**config.mk**
```make
export PLATFORM = sky130hd
export DESIGN_NAME = ogg_page_deframer
export DESIGN_NICKNAME = d
export VERILOG_FILES = /design/src/rtl/opd_pkg.sv /design/src/rtl/opd_datapath.sv /design/src/rtl/opd_ctrl.sv /design/src/rtl/ogg_page_deframer.sv
export SDC_FILE = /design/constraint.sdc
export NUM_CORES = 2
export LEC_CHECK = 0
export BUFFER_PORTS_ARGS = -buffer_cell sky130_fd_sc_hd__buf_2
export CAP_MARGIN = 20
export CORE_MARGIN = 2
export CORE_UTILIZATION = 67
export DETAILED_ROUTE_END_ITERATION = 8
export MAX_ROUTING_LAYER = met4
export PLACE_DENSITY = 0.84
export SLEW_MARGIN = 20
export SYNTH_ARGS = -nofsm -noshare
export SYNTH_HDL_FRONTEND = slang
export SYNTH_SLANG_ARGS = --single-unit
export TNS_END_PERCENT = 5
```
**constraint.sdc**
```tcl
create_clock -name clk -period 11.3 [get_ports clk]
set_clock_uncertainty 0.2 [all_clocks]
set_input_delay 0.565 -clock clk [delete_from_list [all_inputs] [get_ports clk]]
set_output_delay 0.565 -clock clk [all_outputs]
set_load 0.01 [all_outputs]
```
**src/rtl/opd_pkg.sv**
```systemverilog
`default_nettype none

package opd_pkg;

	localparam int MAX_SEGMENTS = 255;
	localparam int SEG_AW       = (MAX_SEGMENTS > 1) ? $clog2(MAX_SEGMENTS) : 1;
	localparam int SCAN_W       = 9;
	localparam int HEADER_BYTES = 23;
	localparam int HDR_IW       = 5;

	// byte positions within the header that follows the capture pattern
	localparam int POS_VERSION  = 0;
	localparam int POS_FLAGS    = 1;
	localparam int POS_GRANULE  = 2;
	localparam int POS_SERIAL   = 10;
	localparam int POS_SEQUENCE = 14;
	localparam int POS_CHECKSUM = 18;
	localparam int POS_COUNT    = 22;

	localparam logic [7:0] CAPTURE [4] = '{8'h4F, 8'h67, 8'h67, 8'h53};

	typedef enum logic [2:0] {
		PH_HUNT,
		PH_HEADER,
		PH_TABLE,
		PH_PAYLOAD,
		PH_SCAN_RD,
		PH_SCAN_CHK
	} phase_t;

	typedef enum logic [1:0] {
		EV_HEADER,
		EV_DONE,
		EV_PAYLOAD,
		EV_BADSIG
	} ev_t;

	typedef enum logic [1:0] {
		SIG_HOLD,
		SIG_ADV,
		SIG_CLR,
		SIG_BAD
	} sig_op_t;

	typedef struct packed {
		logic    take;
		ev_t     ev;
		logic    eos;
		sig_op_t sig_op;
		logic    hdr_wr;
		logic    tbl_wr;
		logic    pay_dec;
		logic    scan_start;
		logic    scan_from_next;
		logic    scan_rd;
		logic    scan_adv;
		logic    scan_hit;
		logic    clear;
	} cmd_t;

	typedef struct packed {
		logic sig_match;
		logic sig_last;
		logic byte_zero;
		logic hdr_last;
		logic tbl_last;
		logic seg_end;
		logic scan_end;
		logic scan_hit;
	} stat_t;

	// last member sits in the lowest bits
	typedef struct packed {
		logic [31:0] bytes_consumed;
		logic [7:0]  segment_count;
		logic [31:0] checksum;
		logic [31:0] sequence_number;
		logic [31:0] serial_number;
		logic [63:0] granule_position;
		logic [7:0]  header_type;
		logic [7:0]  version;
		logic [7:0]  payload_byte;
	} res_t;

endpackage

`default_nettype wire

```
**src/rtl/opd_datapath.sv**
```systemverilog
`default_nettype none

module opd_datapath (
	input  wire              clk,
	input  wire              arst_n,
	input  wire  [7:0]       data_byte,
	input  opd_pkg::cmd_t    cmd,
	output opd_pkg::stat_t   stat,
	output opd_pkg::res_t    res,
	output logic [1:0]       res_ev,
	output logic             res_eos
);
	import opd_pkg::*;

	logic [1:0]        sig_q, sig_d;
	logic [HDR_IW-1:0] hdr_q, hdr_d;
	logic [7:0]        total_q, total_d;
	logic [7:0]        seg_q, seg_d;
	logic [7:0]        rem_q, rem_d;
	logic [SCAN_W-1:0] scan_q, scan_d;
	logic [SCAN_W-1:0] lim;
	logic [7:0]        ver_q, ver_d;
	logic [7:0]        flags_q, flags_d;
	logic [63:0]       gran_q, gran_d;
	logic [31:0]       serial_q, serial_d;
	logic [31:0]       seqn_q, seqn_d;
	logic [31:0]       crc_q, crc_d;
	logic [31:0]       cnt_q, cnt_d;
	logic [7:0]        rdata_q;
	logic [7:0]        seg_mem [MAX_SEGMENTS];

	assign lim = ({1'b0, total_q} < SCAN_W'(MAX_SEGMENTS)) ? {1'b0, total_q}
	                                                       : SCAN_W'(MAX_SEGMENTS);

	always_comb begin
		stat.sig_match = (data_byte == CAPTURE[sig_q]);
		stat.sig_last  = (sig_q == 2'd3);
		stat.byte_zero = (data_byte == 8'd0);
		stat.hdr_last  = (hdr_q == HDR_IW'(HEADER_BYTES - 1));
		stat.tbl_last  = (({1'b0, seg_q} + 9'd1) >= {1'b0, total_q});
		stat.seg_end   = (rem_q <= 8'd1);
		stat.scan_end  = (scan_q >= lim);
		stat.scan_hit  = (rdata_q != 8'd0);
	end

	always_comb begin
		sig_d    = sig_q;
		hdr_d    = hdr_q;
		total_d  = total_q;
		seg_d    = seg_q;
		rem_d    = rem_q;
		scan_d   = scan_q;
		ver_d    = ver_q;
		flags_d  = flags_q;
		gran_d   = gran_q;
		serial_d = serial_q;
		seqn_d   = seqn_q;
		crc_d    = crc_q;
		cnt_d    = cnt_q;

		case (cmd.sig_op)
			SIG_ADV: sig_d = sig_q + 2'd1;
			SIG_CLR: sig_d = 2'd0;
			// a stray 'O' already starts the next pattern
			SIG_BAD: sig_d = (data_byte == CAPTURE[0]) ? 2'd1 : 2'd0;
			default: sig_d = sig_q;
		endcase

		if (cmd.hdr_wr) begin
			hdr_d = stat.hdr_last ? '0 : hdr_q + HDR_IW'(1);
			if (hdr_q == HDR_IW'(POS_VERSION))
				ver_d = data_byte;
			if (hdr_q == HDR_IW'(POS_FLAGS))
				flags_d = data_byte;
			for (int j = 0; j < 8; j++)
				if (hdr_q == HDR_IW'(POS_GRANULE + j))
					gran_d[j*8 +: 8] = data_byte;
			for (int j = 0; j < 4; j++) begin
				if (hdr_q == HDR_IW'(POS_SERIAL + j))
					serial_d[j*8 +: 8] = data_byte;
				if (hdr_q == HDR_IW'(POS_SEQUENCE + j))
					seqn_d[j*8 +: 8] = data_byte;
				if (hdr_q == HDR_IW'(POS_CHECKSUM + j))
					crc_d[j*8 +: 8] = data_byte;
			end
			if (hdr_q == HDR_IW'(POS_COUNT))
				total_d = data_byte;
			if (stat.hdr_last)
				seg_d = '0;
		end

		if (cmd.tbl_wr && !stat.tbl_last)
			seg_d = seg_q + 8'd1;

		if (cmd.scan_hit) begin
			seg_d = scan_q[7:0];
			rem_d = rdata_q;
		end

		if (cmd.pay_dec)
			rem_d = stat.seg_end ? 8'd0 : rem_q - 8'd1;

		if (cmd.scan_start)
			scan_d = cmd.scan_from_next ? {1'b0, seg_q} + SCAN_W'(1) : '0;
		if (cmd.scan_adv)
			scan_d = scan_q + SCAN_W'(1);

		if (cmd.take && (cnt_q != 32'hFFFF_FFFF))
			cnt_d = cnt_q + 32'd1;
	end

	always_ff @(posedge clk or negedge arst_n) begin
		if (!arst_n) begin
			sig_q    <= '0;
			hdr_q    <= '0;
			total_q  <= '0;
			seg_q    <= '0;
			rem_q    <= '0;
			scan_q   <= '0;
			ver_q    <= '0;
			flags_q  <= '0;
			gran_q   <= '0;
			serial_q <= '0;
			seqn_q   <= '0;
			crc_q    <= '0;
			cnt_q    <= '0;
		end else if (cmd.clear) begin
			sig_q    <= '0;
			hdr_q    <= '0;
			total_q  <= '0;
			seg_q    <= '0;
			rem_q    <= '0;
			scan_q   <= '0;
			ver_q    <= '0;
			flags_q  <= '0;
			gran_q   <= '0;
			serial_q <= '0;
			seqn_q   <= '0;
			crc_q    <= '0;
			cnt_q    <= '0;
		end else begin
			sig_q    <= sig_d;
			hdr_q    <= hdr_d;
			total_q  <= total_d;
			seg_q    <= seg_d;
			rem_q    <= rem_d;
			scan_q   <= scan_d;
			ver_q    <= ver_d;
			flags_q  <= flags_d;
			gran_q   <= gran_d;
			serial_q <= serial_d;
			seqn_q   <= seqn_d;
			crc_q    <= crc_d;
			cnt_q    <= cnt_d;
		end
	end

	// segment table store, one write and one registered read port
	always_ff @(posedge clk) begin
		if (cmd.tbl_wr && ({1'b0, seg_q} < SCAN_W'(MAX_SEGMENTS)))
			seg_mem[seg_q[SEG_AW-1:0]] <= data_byte;
		if (cmd.scan_rd)
			rdata_q <= seg_mem[scan_q[SEG_AW-1:0]];
	end

	// result register takes the values before any end-of-data clear
	always_ff @(posedge clk) begin
		if (cmd.take) begin
			res.payload_byte     <= data_byte;
			res.version          <= ver_d;
			res.header_type      <= flags_d;
			res.granule_position <= gran_d;
			res.serial_number    <= serial_d;
			res.sequence_number  <= seqn_d;
			res.checksum         <= crc_d;
			res.segment_count    <= total_d;
			res.bytes_consumed   <= cnt_d;
			res_ev               <= cmd.ev;
			res_eos              <= cmd.eos;
		end
	end

endmodule

`default_nettype wire

```
**src/rtl/opd_ctrl.sv**
```systemverilog
`default_nettype none

module opd_ctrl (
	input  wire             clk,
	input  wire             arst_n,
	input  wire             in_valid,
	input  wire             in_last,
	output logic            in_ready,
	output logic            out_valid,
	input  wire             out_ready,
	input  opd_pkg::stat_t  stat,
	output opd_pkg::cmd_t   cmd
);
	import opd_pkg::*;

	phase_t phase_q, phase_d;
	logic   ovalid_q;
	logic   room;
	logic   fire;

	assign room      = !ovalid_q || out_ready;
	assign out_valid = ovalid_q;

	always_ff @(posedge clk or negedge arst_n) begin
		if (!arst_n) begin
			phase_q  <= PH_HUNT;
			ovalid_q <= 1'b0;
		end else begin
			phase_q <= phase_d;
			if (cmd.take)
				ovalid_q <= 1'b1;
			else if (out_ready)
				ovalid_q <= 1'b0;
		end
	end

	always_comb begin
		phase_d  = phase_q;
		cmd      = '0;
		cmd.ev   = EV_HEADER;
		in_ready = 1'b0;
		fire     = 1'b0;

		case (phase_q)
			PH_HEADER: begin
				in_ready = room;
				fire     = in_valid && room;
				if (fire) begin
					cmd.take   = 1'b1;
					cmd.hdr_wr = 1'b1;
					if (stat.hdr_last) begin
						if (stat.byte_zero) begin
							cmd.ev         = EV_DONE;
							cmd.scan_start = 1'b1;
							phase_d        = PH_SCAN_RD;
						end else begin
							phase_d = PH_TABLE;
						end
					end
				end
			end
			PH_TABLE: begin
				in_ready = room;
				fire     = in_valid && room;
				if (fire) begin
					cmd.take   = 1'b1;
					cmd.tbl_wr = 1'b1;
					if (stat.tbl_last) begin
						cmd.ev         = EV_DONE;
						cmd.scan_start = 1'b1;
						phase_d        = PH_SCAN_RD;
					end
				end
			end
			PH_PAYLOAD: begin
				in_ready = room;
				fire     = in_valid && room;
				if (fire) begin
					cmd.take    = 1'b1;
					cmd.ev      = EV_PAYLOAD;
					cmd.pay_dec = 1'b1;
					if (stat.seg_end) begin
						cmd.eos            = 1'b1;
						cmd.scan_start     = 1'b1;
						cmd.scan_from_next = 1'b1;
						phase_d            = PH_SCAN_RD;
					end
				end
			end
			PH_SCAN_RD: begin
				if (stat.scan_end) begin
					cmd.sig_op = SIG_CLR;
					phase_d    = PH_HUNT;
				end else begin
					cmd.scan_rd = 1'b1;
					phase_d     = PH_SCAN_CHK;
				end
			end
			PH_SCAN_CHK: begin
				if (stat.scan_hit) begin
					cmd.scan_hit = 1'b1;
					phase_d      = PH_PAYLOAD;
				end else begin
					cmd.scan_adv = 1'b1;
					phase_d      = PH_SCAN_RD;
				end
			end
			default: begin
				in_ready = room;
				fire     = in_valid && room;
				if (fire) begin
					cmd.take = 1'b1;
					if (stat.sig_match) begin
						if (stat.sig_last) begin
							cmd.sig_op = SIG_CLR;
							phase_d    = PH_HEADER;
						end else begin
							cmd.sig_op = SIG_ADV;
							phase_d    = PH_HUNT;
						end
					end else begin
						cmd.ev     = EV_BADSIG;
						cmd.sig_op = SIG_BAD;
						phase_d    = PH_HUNT;
					end
				end
			end
		endcase

		// end of buffer: report the byte, then back to the reset state
		if (fire && in_last) begin
			cmd.clear = 1'b1;
			phase_d   = PH_HUNT;
		end
	end

`ifndef NO_ASSERTIONS
	a_no_take_in_scan: assert property (@(posedge clk) disable iff (!arst_n)
		(phase_q == PH_SCAN_RD || phase_q == PH_SCAN_CHK) |-> !cmd.take)
		else $error("byte taken during segment scan");

	a_take_needs_room: assert property (@(posedge clk) disable iff (!arst_n)
		cmd.take |-> (!ovalid_q || out_ready))
		else $error("result register overwritten");

	a_hit_to_payload: assert property (@(posedge clk) disable iff (!arst_n)
		(cmd.scan_hit && !cmd.clear) |=> (phase_q == PH_PAYLOAD))
		else $error("segment found but payload phase not entered");

	a_last_to_hunt: assert property (@(posedge clk) disable iff (!arst_n)
		(fire && in_last) |=> (phase_q == PH_HUNT))
		else $error("end of data did not restart the hunt");

	a_one_datapath_op: assert property (@(posedge clk) disable iff (!arst_n)
		$onehot0({cmd.hdr_wr, cmd.tbl_wr, cmd.pay_dec, cmd.scan_rd,
		          cmd.scan_adv, cmd.scan_hit}))
		else $error("conflicting datapath commands");
`endif

endmodule

`default_nettype wire

```
**src/rtl/ogg_page_deframer.sv**
```systemverilog
// Channel   Direction  Beat contents
// s_axis    in         tdata: data_byte; tlast: end_of_data
// m_axis    out        tdata: page fields and byte count; tuser: event_res;
//                      tlast: end_of_segment
//
// One result per input byte, one byte per cycle while the result register drains.
// After the last byte of a segment, or the end of a page header, a scan of the
// segment table store looks for the next nonzero entry, reading and then checking each
// entry (each store read is registered); no byte is taken meanwhile.
// Reset is asynchronous and leaves the parser hunting for the capture pattern.
// m_axis_tready low holds the result and stalls s_axis once the register is full.
`default_nettype none

module ogg_page_deframer (
	input  wire          clk,
	input  wire          arst_n,
	input  wire          s_axis_tvalid,
	output logic         s_axis_tready,
	input  wire  [7:0]   s_axis_tdata,   // [7:0] data_byte
	input  wire          s_axis_tlast,
	output logic         m_axis_tvalid,
	input  wire          m_axis_tready,
	output logic [223:0] m_axis_tdata,   // [7:0] payload_byte, [15:8] version,
	                                     // [23:16] header_type, [87:24] granule_position,
	                                     // [119:88] serial_number, [151:120] sequence_number,
	                                     // [183:152] checksum, [191:184] segment_count,
	                                     // [223:192] bytes_consumed
	output logic [1:0]   m_axis_tuser,   // [1:0] event_res
	output logic         m_axis_tlast
);
	import opd_pkg::*;

	cmd_t  cmd;
	stat_t stat;
	res_t  res;

	opd_ctrl u_ctrl (
		.clk       (clk),
		.arst_n    (arst_n),
		.in_valid  (s_axis_tvalid),
		.in_last   (s_axis_tlast),
		.in_ready  (s_axis_tready),
		.out_valid (m_axis_tvalid),
		.out_ready (m_axis_tready),
		.stat      (stat),
		.cmd       (cmd)
	);

	opd_datapath u_datapath (
		.clk       (clk),
		.arst_n    (arst_n),
		.data_byte (s_axis_tdata),
		.cmd       (cmd),
		.stat      (stat),
		.res       (res),
		.res_ev    (m_axis_tuser),
		.res_eos   (m_axis_tlast)
	);

	assign m_axis_tdata = res;

endmodule

`default_nettype wire
```
# [After elaboration in Yosys (flattened, before gate mapping)]
# Memories as Yosys holds them, arrays and structs flattened. A register that Yosys moved wholly into a read port is not among the register bits.
# Cells that the tools add are included.
# W data, S select, Z words.
[word_totals] memories=1 output_inout_bits=229 in_bits=13 wordCells=221 reg_bits=479 ramBits=2040
[mem_list] memory="u_datapath.seg_mem" words=255 word_bits=8 read_ports=1 rd_ports_with_merged_regs=1 write_ports=1 line_no="opd_datapath.sv:30" text="logic [7:0] seg_mem [MAX_SEGMENTS];"
[classes] addsub=7 reduce_logical=24 eq_ne=40 muxes=116 order_cmp=6 bitwise_logic=1
[ops] op="$mux W8" n=41
[ops] op="$mux W32" n=8
[ops] op="$mux W64" n=2
[ops] op="$mux W3" n=15
[ops] op="$eq A5 B4 Y1 const B" n=8
[ops] op="$mux W9" n=4
[ops] op="$eq A5 B5 Y1 const B" n=7
[ops] op="$add A32 B1 Y32 const B" n=1
[ops] op="$ne A32 B32 Y1 const B" n=1
[ops] op="$mux W1" n=27
[ops] op="$eq A5 B3 Y1 const B" n=4
[ops] op="$mux W2" n=9
[ops] op="$ne A3 B1 Y1 const B" n=6
[ops] op="$bmux W8 S2" n=1
[ops] op="$lt A8 B8 Y1 const B" n=2
[ops] op="$reduce_bool A4 Y1" n=4
[ops] op="$mux W5" n=3
[ops] op="$pmux W3 S5" n=1
[ops] op="$pmux W3 S4" n=1
[ops] op="$eq A5 B2 Y1 const B" n=2
[ops] op="$add A8 B1 Y9 const B" n=1
[ops] op="$add A9 B1 Y9 const B" n=1
[ops] op="$ge A9 B8 Y1" n=1
[ops] op="$ge A9 B9 Y1" n=1
[ops] op="other kinds (31)" n=43

# [Depth between registers and ports, before layout]
[depth] ltp_word=11 mapped_depth=18 mapped_depth_nobuf=15

# [Modules after synthesis]
# Synthesis repeated with hierarchy kept, for this count alone.
[hier_totals] cells_unflattened=5262 hier_area_um2=99555.5
[by_module_without_submodules] mod="opd_datapath" area_each_um2=98977.4 n_inst=1 cells_per_inst=5184 seq_area_each_um2=74521.5
[by_module_without_submodules] mod="opd_ctrl" area_each_um2=578.1 n_inst=1 cells_per_inst=78 seq_area_each_um2=100.1

# [Least setup slack after synthesis]
# No wires, ideal clock.
[synth_timing] path_kind="reg-to-reg" start="register u_ctrl.phase_q[2]" end="register u_datapath.seg_q[5]" path_buffers=1 required_time_ns=10.974 path_stages_with_launch=9 period_less_slack_ns=7.367 t_arrival_ns=7.041 setup_ns=0.126 setup_slack_ns=3.933 path_cell_list="dfrtp_1 buf_2 nor2b_1 nand3b_2 inv_1 nand2_1 nand4_1 o21bai_1 a221o_1"
[synth_between] elab_chain_len=7 word_cells_on_any_way=18 classes_between="4 x eq/ne; 8 x mux; 6 x reduce/logical"
[synth_rtl] item="start: declaration" line_no="opd_ctrl.sv:16" text="phase_t phase_q, phase_d;"
[synth_rtl] item="start signal: assignment" line_no="opd_ctrl.sv:29" text="phase_q <= phase_d;"
[synth_rtl] item="$eq A3 B3 Y1" line_no="opd_ctrl.sv:44" text="case (phase_q)"
[synth_rtl] item="$reduce_or A2 Y1 (no source line)"
[synth_rtl] item="$mux W1"
[synth_rtl] item="$logic_and A1 B1 Y1" line_no="opd_ctrl.sv:131" text="if (fire && in_last) begin"
[synth_rtl] item="$mux W1" line_no="opd_ctrl.sv:131"
[synth_rtl] item="$reduce_bool A4 Y1 (no source line)"
[synth_rtl] item="$reduce_and A2 Y1 (no source line)"
[synth_rtl] item="end signal: assignment" line_no="opd_datapath.sv:145" text="seg_q <= seg_d;"
[synth_rtl] item="end: declaration" line_no="opd_datapath.sv:18" text="logic [7:0] seg_q, seg_d;"
# Several ways; a longest one is shown, not always the timed one.
# A chain may end at the register's enable or synchronous reset.

# [Final worst setup path]
[layout_timing] start="register u_datapath.scan_q[1]" end="register u_datapath.rdata_q[5], read port of u_datapath.seg_mem (data pin)"
[layout_between] elab_chain_len=3
[layout_rtl] item="start: declaration" line_no="opd_datapath.sv:20" text="logic [SCAN_W-1:0] scan_q, scan_d;"
[layout_rtl] item="start signal: assignment" line_no="opd_datapath.sv:147" text="scan_q <= scan_d;"
[layout_rtl] item="$ge A9 B9 Y1" line_no="opd_datapath.sv:42" text="stat.scan_end = (scan_q >= lim);"
[layout_rtl] item="$mux W1" line_no="opd_ctrl.sv:91" text="if (stat.scan_end) begin"
[layout_rtl] item="$mux W1" line_no="opd_ctrl.sv:44"
[layout_rtl] item="end: declaration" line_no="opd_datapath.sv:29" text="logic [7:0] rdata_q;"
# Several ways; a longest one is shown, not always the timed one.

==> metrics <==
RSZ-0062 raised after global routing no; Synth Net Count ~5.2k; post-cts sizing count 0; #FFs+latches synth 2527; failing checks negative hold slack; number of global-route vias before repair between 50k and 60k; WL final 268 mm; IO Count between 200 and 250; Leak between 30 and 40 nW; Overflow after GRT 0; CP peak stage delay approximately 1200 ps; flip-flop and latch area between 70000 and 80000 um^2; Initial Util 0.674; Setup CP Type reg -> reg; share of post-route cells with drive strength above 1 0.239; Syn Inst Count ~5.2k; via count ~55k; HPWL Detailed 145 mm; Sink Count 2527; # Post-CTS Setup Buffers 0; Worst VDD drop 167 uV; CTS clk-pin slew, worst paths approximately 70 ps; FILL cells between 7k and 8k; Final Cell Area about 110000 um^2; first-pass GRT wire length 386 mm; Worst-Skew Late Latency 880 ps; CP Data Required Time roughly 12000 ps; Top cell by count, worst path buf_4; placed instance area 102000 um^2; H-tree depth 4; Nets 5501; Post-synth EDFFs about 2.3k; Bufs on Longest Clock Path 3; Synth Cell Area approximately 99000 um^2; Finished Layout Cells approximately 7.6k; Synth warnings 0; relative max-transition margin 0.0785; Die Width 389 um; share of synthesized registers carrying an async set or reset 0.0997; CTS tree done; CTS Buf Count 229; fin crit share 0.502; status complete, but fails checks; setup tns final 0 ps; largest net degree at the start of global routing 185; Power, Total 0.0204 W; Synth-to-Final Area Change 10.5%; CP Data Arrival Time about 6000 ps; DRT iter0 DRCs roughly 9.3k; Die Area between 150000 and 200000 um^2; root buffer cell clkbuf_16; Slowest-stage cell, CP o41ai_1; Max-Cap Viols 0; mean number of vias per cell approximately 7.3; initial antenna violation count 10; GPL Wtd Cong roughly 0.94; crit-path leading delay family compound AO/OA/AOI/OAI gates; Max Fanout on Critical Path between 60 and 70; DR WL/cell approximately 35 um; total track usage 0.367; CORE AREA 147000 um^2; Pwr Density 185 nW/um^2; CP endpoint kind register; setup violators final 0; First-pass DRT Iterations 6; Post-Place Cells roughly 7.1k; Fmax between 0.15 and 0.2 GHz; Worst Path Buf+Inv 2; post-layout util 0.745; Hold Fails Final Rpt 1; multi-input logic area between 20000 and 25000 um^2; FP Rows about 140; die height about 400 um; Slew Limit Fails 0; worst path cell trace buf_4 > buf_4 > mux4_2 > a22o_1 > a221oi_1 > o22ai_1 > o41ai_1 > a221oi_2; sequential cell area fraction in the yosys report 0.750; Worst Hold Class in -> reg; worst hold slack -11.6 ps; Antenna Nets Post-Route 0; mean area per synthesized cell roughly 19 um^2; Worst setup SP type register; predominant post-synthesis flop cell edfxtp_1; worst slew pin tran 1360 ps; DRC viols 0; Netlist cell types 89; PortBufs ~240; min cycle time layout 5670 ps
cell usage after synthesis, types with 7 or more instances:
cell / instances / area share
a211o_1: 8 / 0.00070
o221ai_1: 8 / 0.00070
dfrtp_1: 252 / 0.063
nor2b_1: 20 / 0.0013
a21oi_1: 88 / 0.0044
ha_1: 33 / 0.0042
xnor2_1: 25 / 0.0022
o22ai_1: 24 / 0.0015
a22o_1: 14 / 0.0012
a221o_1: 26 / 0.0026
clkbuf_1: 148 / 0.0056
nand3_1: 56 / 0.0028
nor3_1: 25 / 0.0013
o31ai_1: 13 / 0.00098
and2_1: 226 / 0.014
a22oi_1: 97 / 0.0073
edfxtp_1: 2275 / 0.69
buf_4: 15 / 0.0011
a311oi_1: 7 / 0.00062
a211oi_1: 14 / 0.0011
o21ai_0: 58 / 0.0029
buf_2: 64 / 0.0032
nand4_1: 21 / 0.0013
a31oi_1: 21 / 0.0013
or4_1: 8 / 0.00060
mux2i_1: 192 / 0.019
nand2b_1: 14 / 0.00088
nand2_1: 157 / 0.0059
mux2_2: 186 / 0.021
buf_6: 31 / 0.0035
a221oi_1: 35 / 0.0031
nor2_1: 328 / 0.012
o211a_1: 7 / 0.00070
buf_8: 11 / 0.0017
buf_1: 17 / 0.00064
o211ai_1: 11 / 0.00083
buf_12: 12 / 0.0024
mux4_2: 439 / 0.099
and3_1: 22 / 0.0014
nand3_2: 9 / 0.00091
inv_1: 36 / 0.0014
nor4_1: 14 / 0.00088
xor2_1: 17 / 0.0015
metal layers:
layer / track usage / vias up / wire [um] / part of all wire
met5: - / - / 0 / 0
met4: 0.189 / 0 / 16100 / 0.060
met3: 0.0960 / 1017 / 35500 / 0.13
met2: 0.543 / 5108 / 125000 / 0.47
met1: 0.479 / 27787 / 91300 / 0.34
li1: - / 21315 / - / -
per-stage QoR:
stage,setup WS [ps],hold WS [ps]
finish,5630,-11.6
global route,5750,13.4
CTS,5960,36.6
detailed placement,5900,341
global placement,6050,318
floorplan,3930,69.4
report_power, final:
group          internal, W  switching, W  total (W)
Clock              0.00437       0.00351    0.00788
Sequential          0.0103      0.000102     0.0104
Combinational     0.000570       0.00150    0.00207
registers in the layout, summed over array words and instances (netlist names), 2 cells and up:
signal               count
u_datapath.crc_q        32
u_datapath.res_ev        2
u_datapath.seg_q         8
u_datapath.scan_q        9
u_datapath.seqn_q       32
u_datapath.cnt_q        32
u_datapath.ver_q         8
u_datapath.rdata_q       8
u_datapath.hdr_q         5
u_datapath.sig_q         2
u_datapath.res         224
u_ctrl.phase_q           3
u_datapath.rem_q         8
u_datapath.seg_mem    2040
u_datapath.gran_q       64
u_datapath.flags_q       8
u_datapath.total_q       8
u_datapath.serial_q     32
kinds of logic (layout without fill, tap and decap cells):
family          count (synthesis)  after routing  synth area share
compound gates                485            485            0.0349
other cells                     0             11                 0
xor+xnor                       42             42           0.00370
simple gates                  943            943            0.0474
buf+inv                       337            805            0.0196
mux                           817            817             0.140
flops                        2527           2527             0.750
fa+ha+maj                      33             33           0.00415
area by class of cell:
| type | count | area share |
|---|---|---|
| Antenna cell | 11 | 0.000251 |
| Multi-Input combinational cell | 2320 | 0.209 |
| Inverter | 39 | 0.00142 |
| Clock buffer | 277 | 0.0551 |
| Timing Repair Buffer | 338 | 0.0194 |
| Clock inverter | 151 | 0.0137 |
| Sequential cell | 2527 | 0.679 |
| Tap cell | 1930 | 0.0220 |
worst paths after layout:
| path | start | end | slack, ps | cells past startpoint |
|---|---|---|---|---|
| hold / removal | s_axis_tdata[7] | u_datapath.seg_mem[90][7] | -10 | 1 |
| min in group asynchronous | arst_n | u_datapath.cnt_q[30] | 60 | 2 |
| setup / recovery | u_datapath.scan_q[1] | u_datapath.rdata_q[5] | 5630 | 8 |
| setup reg to reg | u_datapath.scan_q[1] | u_datapath.rdata_q[5] | 5630 | 8 |
| max in group asynchronous | arst_n | u_datapath.gran_q[46] | 9360 | 3 |
| hold reg to reg | u_datapath.gran_q[35] | u_datapath.res[59] | 360 | 1 |
what timing repair did:
item,CTS,global route
endpoints found under the hold margin,267,0
endpoints found under the setup margin,0,0
hold buffers,10,0
placed cells by master (no fill, tap or decap), drive strengths merged, types with 8 or more instances in the layout:
master	instances
nand4	22
o211ai	12
a31oi	21
a211oi	14
dfrtp	252
a211o	8
diode	11
o221ai	8
ha	33
a221oi	40
dlygate4sd3	10
or4	8
nand2b	15
clkbuf	277
o21ai	64
nor3	25
mux2	186
xor2	17
nor4	17
inv	44
nor2	332
nor2b	20
o31ai	13
a21oi	88
mux4	439
bufinv	24
mux2i	192
xnor2	25
a221o	26
a22o	14
edfxtp	2275
nand3	65
clkinvlp	10
clkinv	112
nand2	157
and2	228
and3	22
o22ai	24
a22oi	97
buf	328
(Power assumes the default switching activity.)
